$ cat config.mk
export PLATFORM = sky130hd
export DESIGN_NAME = quadrature_knob_interface_flat
export DESIGN_NICKNAME = d
export VERILOG_FILES = /design/src/design/qki_pkg.sv /design/src/design/qki_channels.sv /design/src/design/qki_core.sv /design/src/design/quadrature_knob_interface.sv /design/src/flat_wrapper.sv
export VERILOG_INCLUDE_DIRS = /design/src /design/src/design
export SDC_FILE = /design/constraint.sdc
export NUM_CORES = 1
export LEC_CHECK = 0
export BUFFER_PORTS_ARGS = -buffer_cell sky130_fd_sc_hd__buf_2
export CORE_ASPECT_RATIO = 0.9
export CORE_MARGIN = 4
export CORE_UTILIZATION = 55
export CTS_BUF_LIST = sky130_fd_sc_hd__clkbuf_4
export CTS_CLUSTER_SIZE = 14
export DETAILED_ROUTE_END_ITERATION = 16
export PLACE_DENSITY_LB_ADDON = 0.05
export SLEW_MARGIN = 25
export SYNTH_ARGS = -nofsm -noshare
export SYNTH_HDL_FRONTEND = slang
export SYNTH_HIERARCHICAL = 1
export SYNTH_SLANG_ARGS = --single-unit
$ cat constraint.sdc
create_clock -name clock -period 8.4 [get_ports clock]
set_input_delay 0.42 -clock clock [delete_from_list [all_inputs] [get_ports clock]]
set_output_delay 0.42 -clock clock [all_outputs]
set_load 0.02 [all_outputs]
$ cat src/design/assert_macros.svh
`ifndef ASSERT_MACROS_SVH
`define ASSERT_MACROS_SVH

// Same-cycle implication, checked on every rising edge outside reset.
`define ASSERT_NOW(label, clk, rst, cond, prop, msg) \
   label: assert property (@(posedge clk) disable iff (rst) (cond) |-> (prop)) \
      else $error(msg);

// Next-cycle implication, checked on every rising edge outside reset.
`define ASSERT_NEXT(label, clk, rst, cond, prop, msg) \
   label: assert property (@(posedge clk) disable iff (rst) (cond) |=> (prop)) \
      else $error(msg);

`endif

$ cat src/design/qki_pkg.sv
package qki_pkg;

   // Encoder counts per mechanical detent (1..8).
   localparam int COUNTS_PER_DETENT = 4;
   // Default debounce history length (2..16).
   localparam int DEBOUNCE_LEN_DEF = 8;

   localparam logic [7:0] WINDOW_TICKS_RST  = 8'd50;
   localparam logic [7:0] VELOCITY_GAIN_RST = 8'd10;

   // Register indexes, taken from paddr[2].
   localparam logic REG_WINDOW_TICKS  = 1'b0;
   localparam logic REG_VELOCITY_GAIN = 1'b1;

   // Item kinds.
   localparam logic KIND_TICK = 1'b0;
   localparam logic KIND_READ = 1'b1;

   // Read selectors.
   localparam logic [3:0] SEL_RELEASED = 4'd0;
   localparam logic [3:0] SEL_PRESSED  = 4'd1;
   localparam logic [3:0] SEL_HELD     = 4'd2;
   localparam logic [3:0] SEL_DETENT   = 4'd7;
   localparam logic [3:0] SEL_VELOCITY = 4'd8;

   // Full-resolution quadrature decode, index {previous_ab, current_ab}.
   localparam logic signed [1:0] STEP_TABLE [16] = '{
      2'sd0,  2'sd1, -2'sd1,  2'sd0,
     -2'sd1,  2'sd0,  2'sd0,  2'sd1,
      2'sd1,  2'sd0,  2'sd0, -2'sd1,
      2'sd0, -2'sd1,  2'sd1,  2'sd0
   };

   typedef struct packed {
      logic       kind;
      logic       enc_a_pin;
      logic       enc_b_pin;
      logic       button_pin;
      logic [3:0] read_select;
   } item_type;

   typedef struct packed {
      logic [7:0] window_ticks;
      logic [7:0] velocity_gain;
   } cfg_type;

endpackage

$ cat src/design/qki_channels.sv
interface qki_req_if;
   logic       valid;
   logic       ready;
   logic       kind;
   logic       enc_a_pin;
   logic       enc_b_pin;
   logic       button_pin;
   logic [3:0] read_select;

   modport source (output valid, kind, enc_a_pin, enc_b_pin, button_pin, read_select,
                   input ready);
   modport sink   (input valid, kind, enc_a_pin, enc_b_pin, button_pin, read_select,
                   output ready);
endinterface

interface qki_rsp_if;
   logic               valid;
   logic               ready;
   logic signed [15:0] read_value;

   modport source (output valid, read_value, input ready);
   modport sink   (input valid, read_value, output ready);
endinterface

$ cat src/design/qki_core.sv
module qki_core #(
   parameter int DEBOUNCE_LEN = qki_pkg::DEBOUNCE_LEN_DEF
) (
   input  logic               clock,
   input  logic               reset,
   input  logic               item_en,
   input  qki_pkg::item_type  item,
   input  qki_pkg::cfg_type   cfg,
   output logic signed [15:0] read_value
);

   localparam int CPD = qki_pkg::COUNTS_PER_DETENT;
   localparam logic signed [3:0] R_TOP = 4'(CPD - 1);
   localparam logic signed [3:0] R_BOT = 4'(1 - CPD);
   localparam logic signed [5:0] PART_POS = 6'(CPD);
   localparam logic signed [5:0] PART_NEG = 6'(-CPD);

   logic [1:0]              prev_ab_ff, prev_ab_in;
   logic                    prev_btn_ff, prev_btn_in;
   logic [DEBOUNCE_LEN-1:0] deb_ff, deb_in;
   logic signed [4:0]       part_ff, part_in;
   logic [7:0]              detent_ff, detent_in;
   // Window steps kept as truncated quotient and remainder by counts per detent.
   logic signed [9:0]       win_q_ff, win_q_in;
   logic signed [3:0]       win_r_ff, win_r_in;
   logic [7:0]              win_cnt_ff, win_cnt_in;
   logic [15:0]             vel_ff, vel_in;
   logic [2:0]              flags_ff, flags_in;

   logic [1:0]         cur_ab;
   logic signed [1:0]  step;
   logic signed [5:0]  part_sum;
   logic signed [9:0]  q_nx;
   logic signed [3:0]  r_nx;
   logic signed [18:0] prod;
   logic [15:0]        vel_sat;
   logic               win_hit;
   logic               held;

   assign cur_ab   = {~item.enc_b_pin, ~item.enc_a_pin};
   assign step     = qki_pkg::STEP_TABLE[{prev_ab_ff, cur_ab}];
   assign part_sum = 6'(part_ff) + 6'(step);
   assign win_hit  = (win_cnt_ff == cfg.window_ticks);
   assign deb_in   = {deb_ff[DEBOUNCE_LEN-2:0], ~item.button_pin};
   assign held     = &deb_in;

   // Quotient/remainder step with truncation toward zero.
   always_comb begin
      q_nx = win_q_ff;
      r_nx = win_r_ff;
      if (step == 2'sd1) begin
         if (win_r_ff == R_TOP) begin
            q_nx = win_q_ff + 10'sd1;
            r_nx = '0;
         end else if (win_r_ff == 4'sd0 && win_q_ff < 10'sd0) begin
            q_nx = win_q_ff + 10'sd1;
            r_nx = R_BOT;
         end else begin
            r_nx = win_r_ff + 4'sd1;
         end
      end else if (step == -2'sd1) begin
         if (win_r_ff == R_BOT) begin
            q_nx = win_q_ff - 10'sd1;
            r_nx = '0;
         end else if (win_r_ff == 4'sd0 && win_q_ff > 10'sd0) begin
            q_nx = win_q_ff - 10'sd1;
            r_nx = R_TOP;
         end else begin
            r_nx = win_r_ff - 4'sd1;
         end
      end
   end

   assign prod = 19'(q_nx) * 19'($signed({1'b0, cfg.velocity_gain}));

   always_comb begin
      if (prod > 19'sd32767) begin
         vel_sat = 16'h7FFF;
      end else if (prod < -19'sd32768) begin
         vel_sat = 16'h8000;
      end else begin
         vel_sat = prod[15:0];
      end
   end

   always_comb begin
      read_value = '0;
      unique case (item.read_select) inside
         qki_pkg::SEL_RELEASED, qki_pkg::SEL_PRESSED, qki_pkg::SEL_HELD: begin
            read_value = {15'd0, flags_ff[item.read_select[1:0]]};
         end
         qki_pkg::SEL_DETENT: begin
            read_value = {{8{detent_ff[7]}}, detent_ff};
         end
         qki_pkg::SEL_VELOCITY: begin
            read_value = vel_ff;
         end
         default: begin
            read_value = '0;
         end
      endcase
   end

   always_comb begin
      prev_ab_in  = prev_ab_ff;
      prev_btn_in = prev_btn_ff;
      part_in     = part_ff;
      detent_in   = detent_ff;
      win_q_in    = win_q_ff;
      win_r_in    = win_r_ff;
      win_cnt_in  = win_cnt_ff;
      vel_in      = vel_ff;
      flags_in    = flags_ff;
      if (item.kind == qki_pkg::KIND_TICK) begin
         prev_ab_in = cur_ab;
         part_in    = part_sum[4:0];
         if (part_sum == PART_POS) begin
            detent_in = detent_ff + 8'd1;
            part_in   = '0;
         end else if (part_sum == PART_NEG) begin
            detent_in = detent_ff - 8'd1;
            part_in   = '0;
         end
         win_q_in = q_nx;
         win_r_in = r_nx;
         if (win_hit) begin
            vel_in   = vel_sat;
            win_q_in = '0;
            win_r_in = '0;
         end
         win_cnt_in  = (win_hit ? 8'd0 : win_cnt_ff) + 8'd1;
         flags_in[2] = held;
         if (held && !prev_btn_ff) flags_in[1] = 1'b1;
         if (!held && prev_btn_ff) flags_in[0] = 1'b1;
         prev_btn_in = held;
      end else begin
         unique case (item.read_select) inside
            qki_pkg::SEL_RELEASED, qki_pkg::SEL_PRESSED, qki_pkg::SEL_HELD: begin
               flags_in[item.read_select[1:0]] = 1'b0;
            end
            qki_pkg::SEL_DETENT: begin
               detent_in = '0;
            end
            default: begin
            end
         endcase
      end
   end

   always_ff @(posedge clock) begin
      if (reset) begin
         prev_ab_ff  <= '0;
         prev_btn_ff <= 1'b0;
         deb_ff      <= '0;
         part_ff     <= '0;
         detent_ff   <= '0;
         win_q_ff    <= '0;
         win_r_ff    <= '0;
         win_cnt_ff  <= '0;
         vel_ff      <= '0;
         flags_ff    <= '0;
      end else if (item_en) begin
         prev_ab_ff  <= prev_ab_in;
         prev_btn_ff <= prev_btn_in;
         if (item.kind == qki_pkg::KIND_TICK) begin
            deb_ff <= deb_in;
         end
         part_ff     <= part_in;
         detent_ff   <= detent_in;
         win_q_ff    <= win_q_in;
         win_r_ff    <= win_r_in;
         win_cnt_ff  <= win_cnt_in;
         vel_ff      <= vel_in;
         flags_ff    <= flags_in;
      end
   end

endmodule

$ cat src/design/quadrature_knob_interface.sv
// Quadrature knob interface: encoder decode, detent count, windowed velocity, button debounce.
// An accepted read goes into the input register, and its result into the result register.
// Throughput: one item per cycle unless a read stalls; input register -> state/result stage.
// A result waiting in the output register holds a read behind it, and the input with it.
// Reset (synchronous, active high) clears all knob state and flags and loads
// window_ticks = 50, velocity_gain = 10.
`include "assert_macros.svh"

module quadrature_knob_interface #(
   parameter int DEBOUNCE_LEN = qki_pkg::DEBOUNCE_LEN_DEF
) (
   input  logic        clock,
   input  logic        reset,
   qki_req_if.sink     req_chan,
   qki_rsp_if.source   rsp_chan,
   input  logic        csr_psel,
   input  logic        csr_penable,
   input  logic        csr_pwrite,
   input  logic [2:0]  csr_paddr,
   input  logic [31:0] csr_pwdata,
   output logic [31:0] csr_prdata,
   output logic        csr_pready
);

   // ---------------------------------------------------------------
   // Configuration registers (APB, zero wait states)
   // ---------------------------------------------------------------
   qki_pkg::cfg_type cfg_ff, cfg_in;
   logic             csr_wr;
   logic             csr_idx;

   assign csr_pready = 1'b1;
   assign csr_wr     = csr_psel && csr_penable && csr_pwrite && csr_pready;
   assign csr_idx    = csr_paddr[2];

   always_comb begin
      cfg_in = cfg_ff;
      if (csr_wr) begin
         unique case (csr_idx)
            qki_pkg::REG_WINDOW_TICKS:  cfg_in.window_ticks  = csr_pwdata[7:0];
            qki_pkg::REG_VELOCITY_GAIN: cfg_in.velocity_gain = csr_pwdata[7:0];
            default: cfg_in = cfg_ff;
         endcase
      end
   end

   always_comb begin
      unique case (csr_idx)
         qki_pkg::REG_WINDOW_TICKS:  csr_prdata = {24'd0, cfg_ff.window_ticks};
         qki_pkg::REG_VELOCITY_GAIN: csr_prdata = {24'd0, cfg_ff.velocity_gain};
         default:                    csr_prdata = '0;
      endcase
   end

   // ---------------------------------------------------------------
   // Input register: holds one accepted item until the state stage
   // can take it. A tick always moves on; a read waits only while the
   // result register is full and not being drained.
   // ---------------------------------------------------------------
   logic              s1_valid_ff, s1_valid_in;
   qki_pkg::item_type s1_item_ff;
   logic              s1_adv;
   logic              s1_is_read;
   logic              req_xfer;

   logic               rsp_valid_ff, rsp_valid_in;
   logic signed [15:0] rsp_data_ff;
   logic signed [15:0] core_value;

   assign s1_is_read = (s1_item_ff.kind == qki_pkg::KIND_READ);
   assign s1_adv     = s1_valid_ff && (!s1_is_read || !rsp_valid_ff || rsp_chan.ready);
   assign req_chan.ready = !s1_valid_ff || s1_adv;
   assign req_xfer   = req_chan.valid && req_chan.ready;

   always_comb begin
      s1_valid_in = s1_valid_ff;
      if (req_xfer) begin
         s1_valid_in = 1'b1;
      end else if (s1_adv) begin
         s1_valid_in = 1'b0;
      end
   end

   // ---------------------------------------------------------------
   // Knob state and read mux
   // ---------------------------------------------------------------
   qki_core #(
      .DEBOUNCE_LEN (DEBOUNCE_LEN)
   ) u_core (
      .clock      (clock),
      .reset      (reset),
      .item_en    (s1_adv),
      .item       (s1_item_ff),
      .cfg        (cfg_ff),
      .read_value (core_value)
   );

   // ---------------------------------------------------------------
   // Result register
   // ---------------------------------------------------------------
   always_comb begin
      rsp_valid_in = rsp_valid_ff;
      if (s1_adv && s1_is_read) begin
         rsp_valid_in = 1'b1;
      end else if (rsp_chan.ready) begin
         rsp_valid_in = 1'b0;
      end
   end

   assign rsp_chan.valid      = rsp_valid_ff;
   assign rsp_chan.read_value = rsp_data_ff;

   always_ff @(posedge clock) begin
      if (reset) begin
         cfg_ff.window_ticks  <= qki_pkg::WINDOW_TICKS_RST;
         cfg_ff.velocity_gain <= qki_pkg::VELOCITY_GAIN_RST;
         s1_valid_ff          <= 1'b0;
         rsp_valid_ff         <= 1'b0;
      end else begin
         cfg_ff       <= cfg_in;
         s1_valid_ff  <= s1_valid_in;
         rsp_valid_ff <= rsp_valid_in;
      end
      if (req_xfer) begin
         s1_item_ff.kind        <= req_chan.kind;
         s1_item_ff.enc_a_pin   <= req_chan.enc_a_pin;
         s1_item_ff.enc_b_pin   <= req_chan.enc_b_pin;
         s1_item_ff.button_pin  <= req_chan.button_pin;
         s1_item_ff.read_select <= req_chan.read_select;
      end
      if (s1_adv && s1_is_read) begin
         rsp_data_ff <= core_value;
      end
   end

   // ---------------------------------------------------------------
   // Checks
   // ---------------------------------------------------------------
   // A read leaving the input register always lands in the result register.
   `ASSERT_NEXT(a_read_gives_result, clock, reset, s1_adv && s1_is_read, rsp_valid_ff, "read lost")

   // A tick never produces a result of its own.
   `ASSERT_NEXT(a_tick_no_result, clock, reset,
                s1_adv && !s1_is_read && !req_xfer && (!rsp_valid_ff || rsp_chan.ready),
                !rsp_valid_ff, "tick produced a result")

   // A stalled read behind a full result register blocks new input.
   `ASSERT_NOW(a_stall_blocks_input, clock, reset,
               s1_valid_ff && s1_is_read && rsp_valid_ff && !rsp_chan.ready,
               !req_chan.ready, "input accepted over a stalled read")

   // The held item is not overwritten while it waits.
   `ASSERT_NEXT(a_item_holds, clock, reset, s1_valid_ff && !s1_adv,
                s1_valid_ff && $stable(s1_item_ff), "waiting item changed")

endmodule

$ cat src/flat_wrapper.sv
// flat-port wrapper written by rule: the top's interface ports become plain ports
module quadrature_knob_interface_flat 
#(
   parameter int DEBOUNCE_LEN = qki_pkg::DEBOUNCE_LEN_DEF
)
  (clock, reset, csr_psel, csr_penable, csr_pwrite, csr_paddr, csr_pwdata, csr_prdata, csr_pready, req_chan_valid, req_chan_kind, req_chan_enc_a_pin, req_chan_enc_b_pin, req_chan_button_pin, req_chan_read_select, req_chan_ready, rsp_chan_valid, rsp_chan_read_value, rsp_chan_ready);
  qki_req_if req_chan_i ();
  qki_rsp_if rsp_chan_i ();
  input  logic clock;
  input  logic reset;
  input  logic csr_psel;
  input  logic csr_penable;
  input  logic csr_pwrite;
  input  logic [2:0] csr_paddr;
  input  logic [31:0] csr_pwdata;
  output logic [31:0] csr_prdata;
  output logic csr_pready;
  input wire logic [$bits(req_chan_i.valid)-1:0] req_chan_valid;
  input wire logic [$bits(req_chan_i.kind)-1:0] req_chan_kind;
  input wire logic [$bits(req_chan_i.enc_a_pin)-1:0] req_chan_enc_a_pin;
  input wire logic [$bits(req_chan_i.enc_b_pin)-1:0] req_chan_enc_b_pin;
  input wire logic [$bits(req_chan_i.button_pin)-1:0] req_chan_button_pin;
  input wire logic [$bits(req_chan_i.read_select)-1:0] req_chan_read_select;
  output wire logic [$bits(req_chan_i.ready)-1:0] req_chan_ready;
  output wire logic [$bits(rsp_chan_i.valid)-1:0] rsp_chan_valid;
  output wire logic [$bits(rsp_chan_i.read_value)-1:0] rsp_chan_read_value;
  input wire logic [$bits(rsp_chan_i.ready)-1:0] rsp_chan_ready;
  assign req_chan_i.valid = req_chan_valid;
  assign req_chan_i.kind = req_chan_kind;
  assign req_chan_i.enc_a_pin = req_chan_enc_a_pin;
  assign req_chan_i.enc_b_pin = req_chan_enc_b_pin;
  assign req_chan_i.button_pin = req_chan_button_pin;
  assign req_chan_i.read_select = req_chan_read_select;
  assign req_chan_ready = req_chan_i.ready;
  assign rsp_chan_valid = rsp_chan_i.valid;
  assign rsp_chan_read_value = rsp_chan_i.read_value;
  assign rsp_chan_i.ready = rsp_chan_ready;
  quadrature_knob_interface #(.DEBOUNCE_LEN(DEBOUNCE_LEN)) u_core (.clock(clock), .reset(reset), .req_chan(req_chan_i), .rsp_chan(rsp_chan_i), .csr_psel(csr_psel), .csr_penable(csr_penable), .csr_pwrite(csr_pwrite), .csr_paddr(csr_paddr), .csr_pwdata(csr_pwdata), .csr_prdata(csr_prdata), .csr_pready(csr_pready));
endmodule
==> results of run 1 <==
## state kept, by name, summed over array words and instances, names as in the netlist
signal and cells:
u_core/u_core/flags_ff 3, u_core/u_core/deb_ff 7, u_core/u_core/prev_btn_ff 1, u_core/u_core/detent_ff 8, u_core/s1_item_ff 7, u_core/rsp_chan.read_value 16
u_core/cfg_ff 16, u_core/rsp_chan.valid 1, u_core/u_core/win_cnt_ff 8, u_core/s1_valid_ff 1, u_core/u_core/vel_ff 16, u_core/s1_is_read 1
u_core/u_core/prev_ab_ff 2, u_core/u_core/part_ff 5, u_core/u_core/win_q_ff 10, u_core/u_core/win_r_ff 4
## worst max-delay path, stage by stage (launching register included)
cell and delay, ns:
edfxtp_1 0.48, inv_1 0.11, ha_1 0.24, xnor3_1 0.38
clkinv_1 0.34, nand2_1 0.25, and4_1 0.26, a21oi_1 0.09
a21oi_4 0.31, nand2_1 0.21, fa_1 0.67, inv_1 0.17
fa_1 0.52, fa_1 0.49, inv_1 0.05, fa_1 0.52
inv_1 0.04, ha_1 0.36, a21oi_1 0.15, nand2_1 0.06
o2111ai_1 0.23, nand2_1 0.13, a311oi_1 0.44, xnor2_2 0.33
a21oi_1 0.14, buf_4 0.23, a211oi_1 0.21
## placed cells by master, fill, tap and decap left out, types with 5 or more instances in the layout
master	netlist	routed
buf_4	25	9
buf_2	6	49
nand3_1	11	11
ha_1	59	59
inv_1	112	112
xnor2_1	25	24
nor3_1	11	10
a21oi_1	51	51
a22oi_1	5	5
nor2_1	68	67
conb_1	2	25
a211oi_1	23	23
nand3b_1	5	5
dfxtp_1	82	82
mux2i_1	17	17
mux2_2	8	8
nand2b_1	27	27
nor2b_1	14	13
o21ai_0	40	40
edfxtp_1	24	24
fa_1	68	68
o211ai_1	5	5
clkbuf_4	0	10
nand2_1	115	115
a22o_1	7	7
xor2_1	20	20
or3_1	8	8
a21o_1	11	11
nand4_1	7	7
and2_1	49	49
## layer usage
metal  wire length (um)  global-route usage (%)
met2               7400                    29.8
met4                184                    4.29
met1               9070                    30.1
met3                735                    3.68
met5                  9                       0
## cells by family (layout without fill, tap and decap cells)
group	Yosys count	in the layout	synth area share, %
compound gates	178	178	13.3
xor+xnor	49	49	5.22
fa+ha+maj	127	127	23.6
buf+inv	175	188	8.68
flops	106	106	26.5
mux	26	26	3.17
other cells	2	25	0.0843
simple gates	343	343	19.5
## where the power goes
group	switching [W]	total (W)	internal [W]	leakage, nW
registers	0.0000118	0.000543	0.000531	0.886
logic	0.0000723	0.000112	0.0000397	3.31
clock network	0.000174	0.000269	0.0000948	0.0748
## worst paths after layout
check,startpoint,depth (start not counted),end
max,u_core/s1_item_ff[5]$_DFFE_PP_,26,u_core/u_core/vel_ff[8]$_SDFFE_PP0P_
min,req_chan_kind,1,u_core/s1_is_read$_DFFE_PP_
max reg2reg,u_core/s1_item_ff[5]$_DFFE_PP_,26,u_core/u_core/vel_ff[8]$_SDFFE_PP0P_
min reg2reg,u_core/u_core/deb_ff[3]$_SDFFE_PP0P_,2,u_core/u_core/deb_ff[4]$_SDFFE_PP0P_
## through the flow
stage               hold slack (ns)  total power, W
floorplan                     0.423        0.000644
global route                 0.0450        0.000970
detailed placement            0.446        0.000665
finish                       0.0889        0.000923
CTS                          0.0463        0.000935
global placement              0.439        0.000664
## cell type report
| cell class | instances | area share [%] |
|---|---|---|
| Inverter | 114 | 4.56 |
| Clock inverter | 6 | 0.680 |
| Sequential cell | 106 | 25.2 |
| Multi-Input combinational cell | 748 | 62.7 |
| Tap cell | 202 | 2.70 |
| Clock buffer | 10 | 0.801 |
| Timing Repair Buffer | 58 | 3.34 |
==> results by group, run 1 <==
Outcome
  – Status: finished, final reports clean

Critical path
  – CP Capture Type: flip-flop
  – Crit path DAT: about 8 ns
  – CP required: around 8.8 ns
  – R2r setup slk: 0.88 ns
  – CP Class: reg2reg
  – Startpoint Class: flip-flop
  – Crit path max fanout: 17

CTS
  – CTS clk-pin slew, worst paths: about 0.16 ns
  – Post-CTS Resized: 0
  – Later-pin clock latency in the skew report: a little under 0.5 ns
  – Max Root-Sink Buffers: 2
  – CTS tree: done
  – Root buffer cell: clkbuf_4
  – Hold-fix buffers, CTS: 0
  – TritonCTS buffer count: 9
  – Clock sinks: 106
  – H-tree levels: 3
  – Post-CTS Repair Setup Buffers: 0

Detailed routing
  – Drt pass-1 iters: 5
  – Vias: roughly 6600
  – DR iter-0 viols: 384
  – Routed Antenna Nets: 0
  – Via/cell ratio: about 5.3
  – Routed len/inst: 14.0 um
  – Drt total wl: 17400 um
  – Drc violations: 0

Power and ir drop
  – Power per cell area: just under 100 nW/um^2
  – Maximum VDD drop: roughly 0.000085 V
  – P_leak: 4.28 nW

Worst hold path
  – Min-Delay Path Class: in2reg

Placed design
  – Pre-CTS setup slack: between 0.9 and 1 ns
  – DPL Wire Length: 13500 um
  – DP Area: 9240 sq um
  – Placed cells: around 1200
  – Port bufs: 49
  – RD Place Congestion: 0.841

STA
  – Slew @ Worst Pin: 0.891 ns
  – Max Fclk: 133 MHz
  – Final setup margin: a little under 0.9 ns
  – Period utilization: roughly nine tenths
  – Fin crit period: about 7.5 ns
  – Fin Setup TNS: 0 ns
  – Final setup fails: 0
  – RSZ-0062 raised after global routing: false
  – Slew margin rel.: 40.6%
  – Final setup skew: about 0.018 ns
  – Hold Fails Final Rpt: 0
  – Slew Viols, Final: 0

Floorplan
  – Initial core utilization: 56.9%
  – Site row count: 43
  – CORE AREA: ~16000 sq um
  – Num ports: 101
  – Die ar.: approximately 18000 sq um
  – Die height: 129 um
  – Chip width: 142 um

GRT
  – Largest net degree at the start of global routing: 89
  – Vias in the first global route: about 6300
  – All-layer global routing usage: approximately a fifth
  – GRT overflow: 0
  – Wire length of the first global-routing pass: 30200 um
  – Initial antenna violation count: 1

Layout
  – Post-layout utilization of the core: roughly 60%
  – Number of diodes: 0
  – Design area: approximately 9400 sq um
  – Final nets: approximately 1200
  – Reg area: around 2400 sq um
  – Layout cells sized above 1: between 10% and 20%
  – Area grow syn2layout: 5.27%
  – Non-Filler Instances: approximately 1200
  – Area of the multi-input gates: between 5000 and 6000 sq um
  – # fillers: 1431

Yosys
  – Synth Register Bits: about 110
  – Cell with the most instances after synthesis: nand2_1
  – Synthesized area per cell: ~9 sq um
  – Post-synth ARST share: 0%
  – Synth area leaders: dfxtp_1 (18%), fa_1 (15%), ha_1 (8.3%), edfxtp_1 (8.1%), nand2_1 (4.8%)
  – Mapped Area: 8910 sq um
  – Post-synth cell types: 76
  – Cell count after synthesis: 1006
  – Biggest area consumer among synthesized cells: dfxtp_1
  – Post-synth EDFFs: 24
  – Register area share after synthesis: a little over a quarter
  – Post-synth top cells: nand2_1 (115), inv_1 (112), dfxtp_1 (82)
  – Yosys Warn Count: 6
  – Post-synth top area share: a little under a fifth
  – Dominant synthesized flop cell: dfxtp_1

Run
  – Max-cap violations: 0
(Power assumes the default switching activity.)
==> run 2: changes to the inputs <==
- CORE_UTILIZATION: 55 -> 30
- clock period: 8.4 -> 7 ns (I/O delays scaled with it)
==> run 2 against run 1 <==
  * Hold slack better by 0.0028 ns
  * Combinational power increased by 38%
  * Count of clock-buffer cells in the layout is the same
  * Via count rose by 3.8%
  * Sequential cell count unchanged
  * Die area grew 78%
  * Non-clock buffer count increased by 84
==> results by group, run 2 (synthesis results as in run 1) <==
Floorplan
  – Die height: 171 um
  – Chip width: around 190 um
  – Die ar.: between 30000 and 40000 sq um
  – Num ports: just over 100
  – Initial core utilization: 30.6%
  – Site row count: just under 60
  – CORE AREA: slightly below 30000 sq um

STA
  – Max Fclk: 147 MHz
  – Slew margin rel.: 34.0%
  – Final setup fails: 0
  – Slew @ Worst Pin: 0.990 ns
  – Slew Viols, Final: 0
  – RSZ-0062 raised after global routing: true
  – Final setup skew: around 0.021 ns
  – Fin crit period: approximately 6.8 ns
  – Fin Setup TNS: 0 ns
  – Hold Fails Final Rpt: 0
  – Period utilization: 97.0%

Critical path
  – Crit path DAT: between 7 and 8 ns
  – Crit path max fanout: 8
  – Crit-path max cell delay: 0.65 ns
  – CP Class: reg2reg
  – CP Capture Type: flip-flop
  – Startpoint Class: flip-flop
  – CP required: about 7.4 ns
  – CP max stage cell: fa_2

GRT
  – GRT overflow: 0
  – All-layer global routing usage: between 10% and 20%
  – Largest net degree at the start of global routing: 89
  – Wire length of the first global-routing pass: about 36000 um
  – Initial antenna violation count: 1
  – Vias in the first global route: just under 7000

Layout
  – Area grow syn2layout: 21.6%
  – Post-layout utilization of the core: around 37%
  – Layout cells sized above 1: a little under a quarter
  – # fillers: 3090
  – Most frequent cells in the layout: nand2_1 (106), inv_1 (99), dfxtp_1 (82)
  – Most common cell after layout, fill and taps aside: nand2_1
  – Final nets: roughly 1300
  – Non-Filler Instances: between 1500 and 2000

CTS
  – Clock sinks: 106
  – H-tree levels: 3
  – Later-pin clock latency in the skew report: 0.51 ns
  – Root buffer cell: clkbuf_4
  – CTS tree: done
  – Max Root-Sink Buffers: 2
  – TritonCTS buffer count: 9
  – CTS clk-pin slew, worst paths: between 0.15 and 0.2 ns

Placed design
  – DPL Wire Length: ~16000 um
  – RD Place Congestion: ~0.75
  – Port bufs: between 40 and 50
  – Placed cells: ~1500

Detailed routing
  – Via/cell ratio: ~4.5
  – Routed len/inst: about 14 um
  – Drt total wl: around 22000 um
  – Drt pass-1 iters: 4
  – DR iter-0 viols: 239
  – Drc violations: 0
  – Vias: just under 7000
  – Routed Antenna Nets: 0

Outcome
  – Status: finished, final reports clean

Power and ir drop
  – Power per cell area: ~100 nW/um^2
  – Maximum VDD drop: 0.0000661 V
  – P_leak: between 4 and 5 nW

Worst hold path
  – Min-Delay Path Class: in2reg

Run
  – Max-cap violations: 0
==> run 2: path summary, 6_finish.rpt <==
check | from | end | slack (ns) | depth (start not counted)
setup reg to reg | u_core/s1_item_ff[6]$_DFFE_PP_ | u_core/u_core/vel_ff[12]$_SDFFE_PP0P_ | 0.21 | 28
hold / removal | req_chan_valid | u_core/s1_valid_ff$_SDFFE_PP0P_ | 0.09 | 3
hold reg to reg | u_core/u_core/deb_ff[6]$_SDFFE_PP0P_ | u_core/u_core/deb_ff[6]$_SDFFE_PP0P_ | 0.47 | 2
setup / recovery | u_core/s1_item_ff[6]$_DFFE_PP_ | u_core/u_core/vel_ff[12]$_SDFFE_PP0P_ | 0.21 | 28
==> run 2: routing by layer <==
metal,routed length (um),part of all wire (%),up-vias,global-route usage [%]
met3,641,3.0,10,2.64
li1,-,-,3538,-
met4,174,0.81,0,2.52
met2,9690,45,84,21.1
met5,0,0,-,0
met1,11000,51,3249,19.1
==> run 2: critical path, delay by kind of cell, from the launching register on <==
kind | cells | cell delay (ns)
flops | 1 | 0.49
fa+ha+maj | 6 | 2.59
buf+inv | 8 | 0.81
mux | 1 | 0.51
xor+xnor | 1 | 0.09
simple gates | 4 | 0.58
compound gates | 8 | 1.57
==> run 2: power breakdown <==
group	switching (W)	internal, W	leakage, nW
combinational	0.0000944	0.0000596	3.83
sequential	0.0000141	0.000637	0.886
clock	0.000237	0.0000857	0.0723
total	0.000345	0.000782	4.78
==> run 2: layout make-up <==
class	count	area [sq um]	area share [%]
repair buffers	142	1070	9.89
clock inverters	6	61.3	0.566
clock buffers	10	75.1	0.693
flip-flops and latches	106	2360	21.8
inverters	114	438	4.04
well taps	396	495	4.57
diodes	1	2.50	0.0231
multi-input cells	748	6320	58.4
==> run 2: per-stage QoR <==
step	worst slack [ns]	power [W]	hold WS, ns	cell area, sq um
after floorplan	0.245	0.000773	0.423	8990
after global placement	0.0326	0.000809	0.439	9890
after detailed placement	0.0686	0.000809	0.453	9890
after CTS	0.0139	0.00115	0.0346	10100
after global routing	-0.0914	0.00119	0.0492	10800
final	0.210	0.00113	0.0917	10800
==> run 2: timing repair <==
action | in CTS | in global routing
setup buffers | 0 | 23
endpoints found under the setup margin | 12 | 16
pin swaps | 2 | 87
endpoints found under the hold margin | 8 | 0
gates cloned | 0 | 2
resized for setup | 1 | 124
hold buffers | 8 | 0
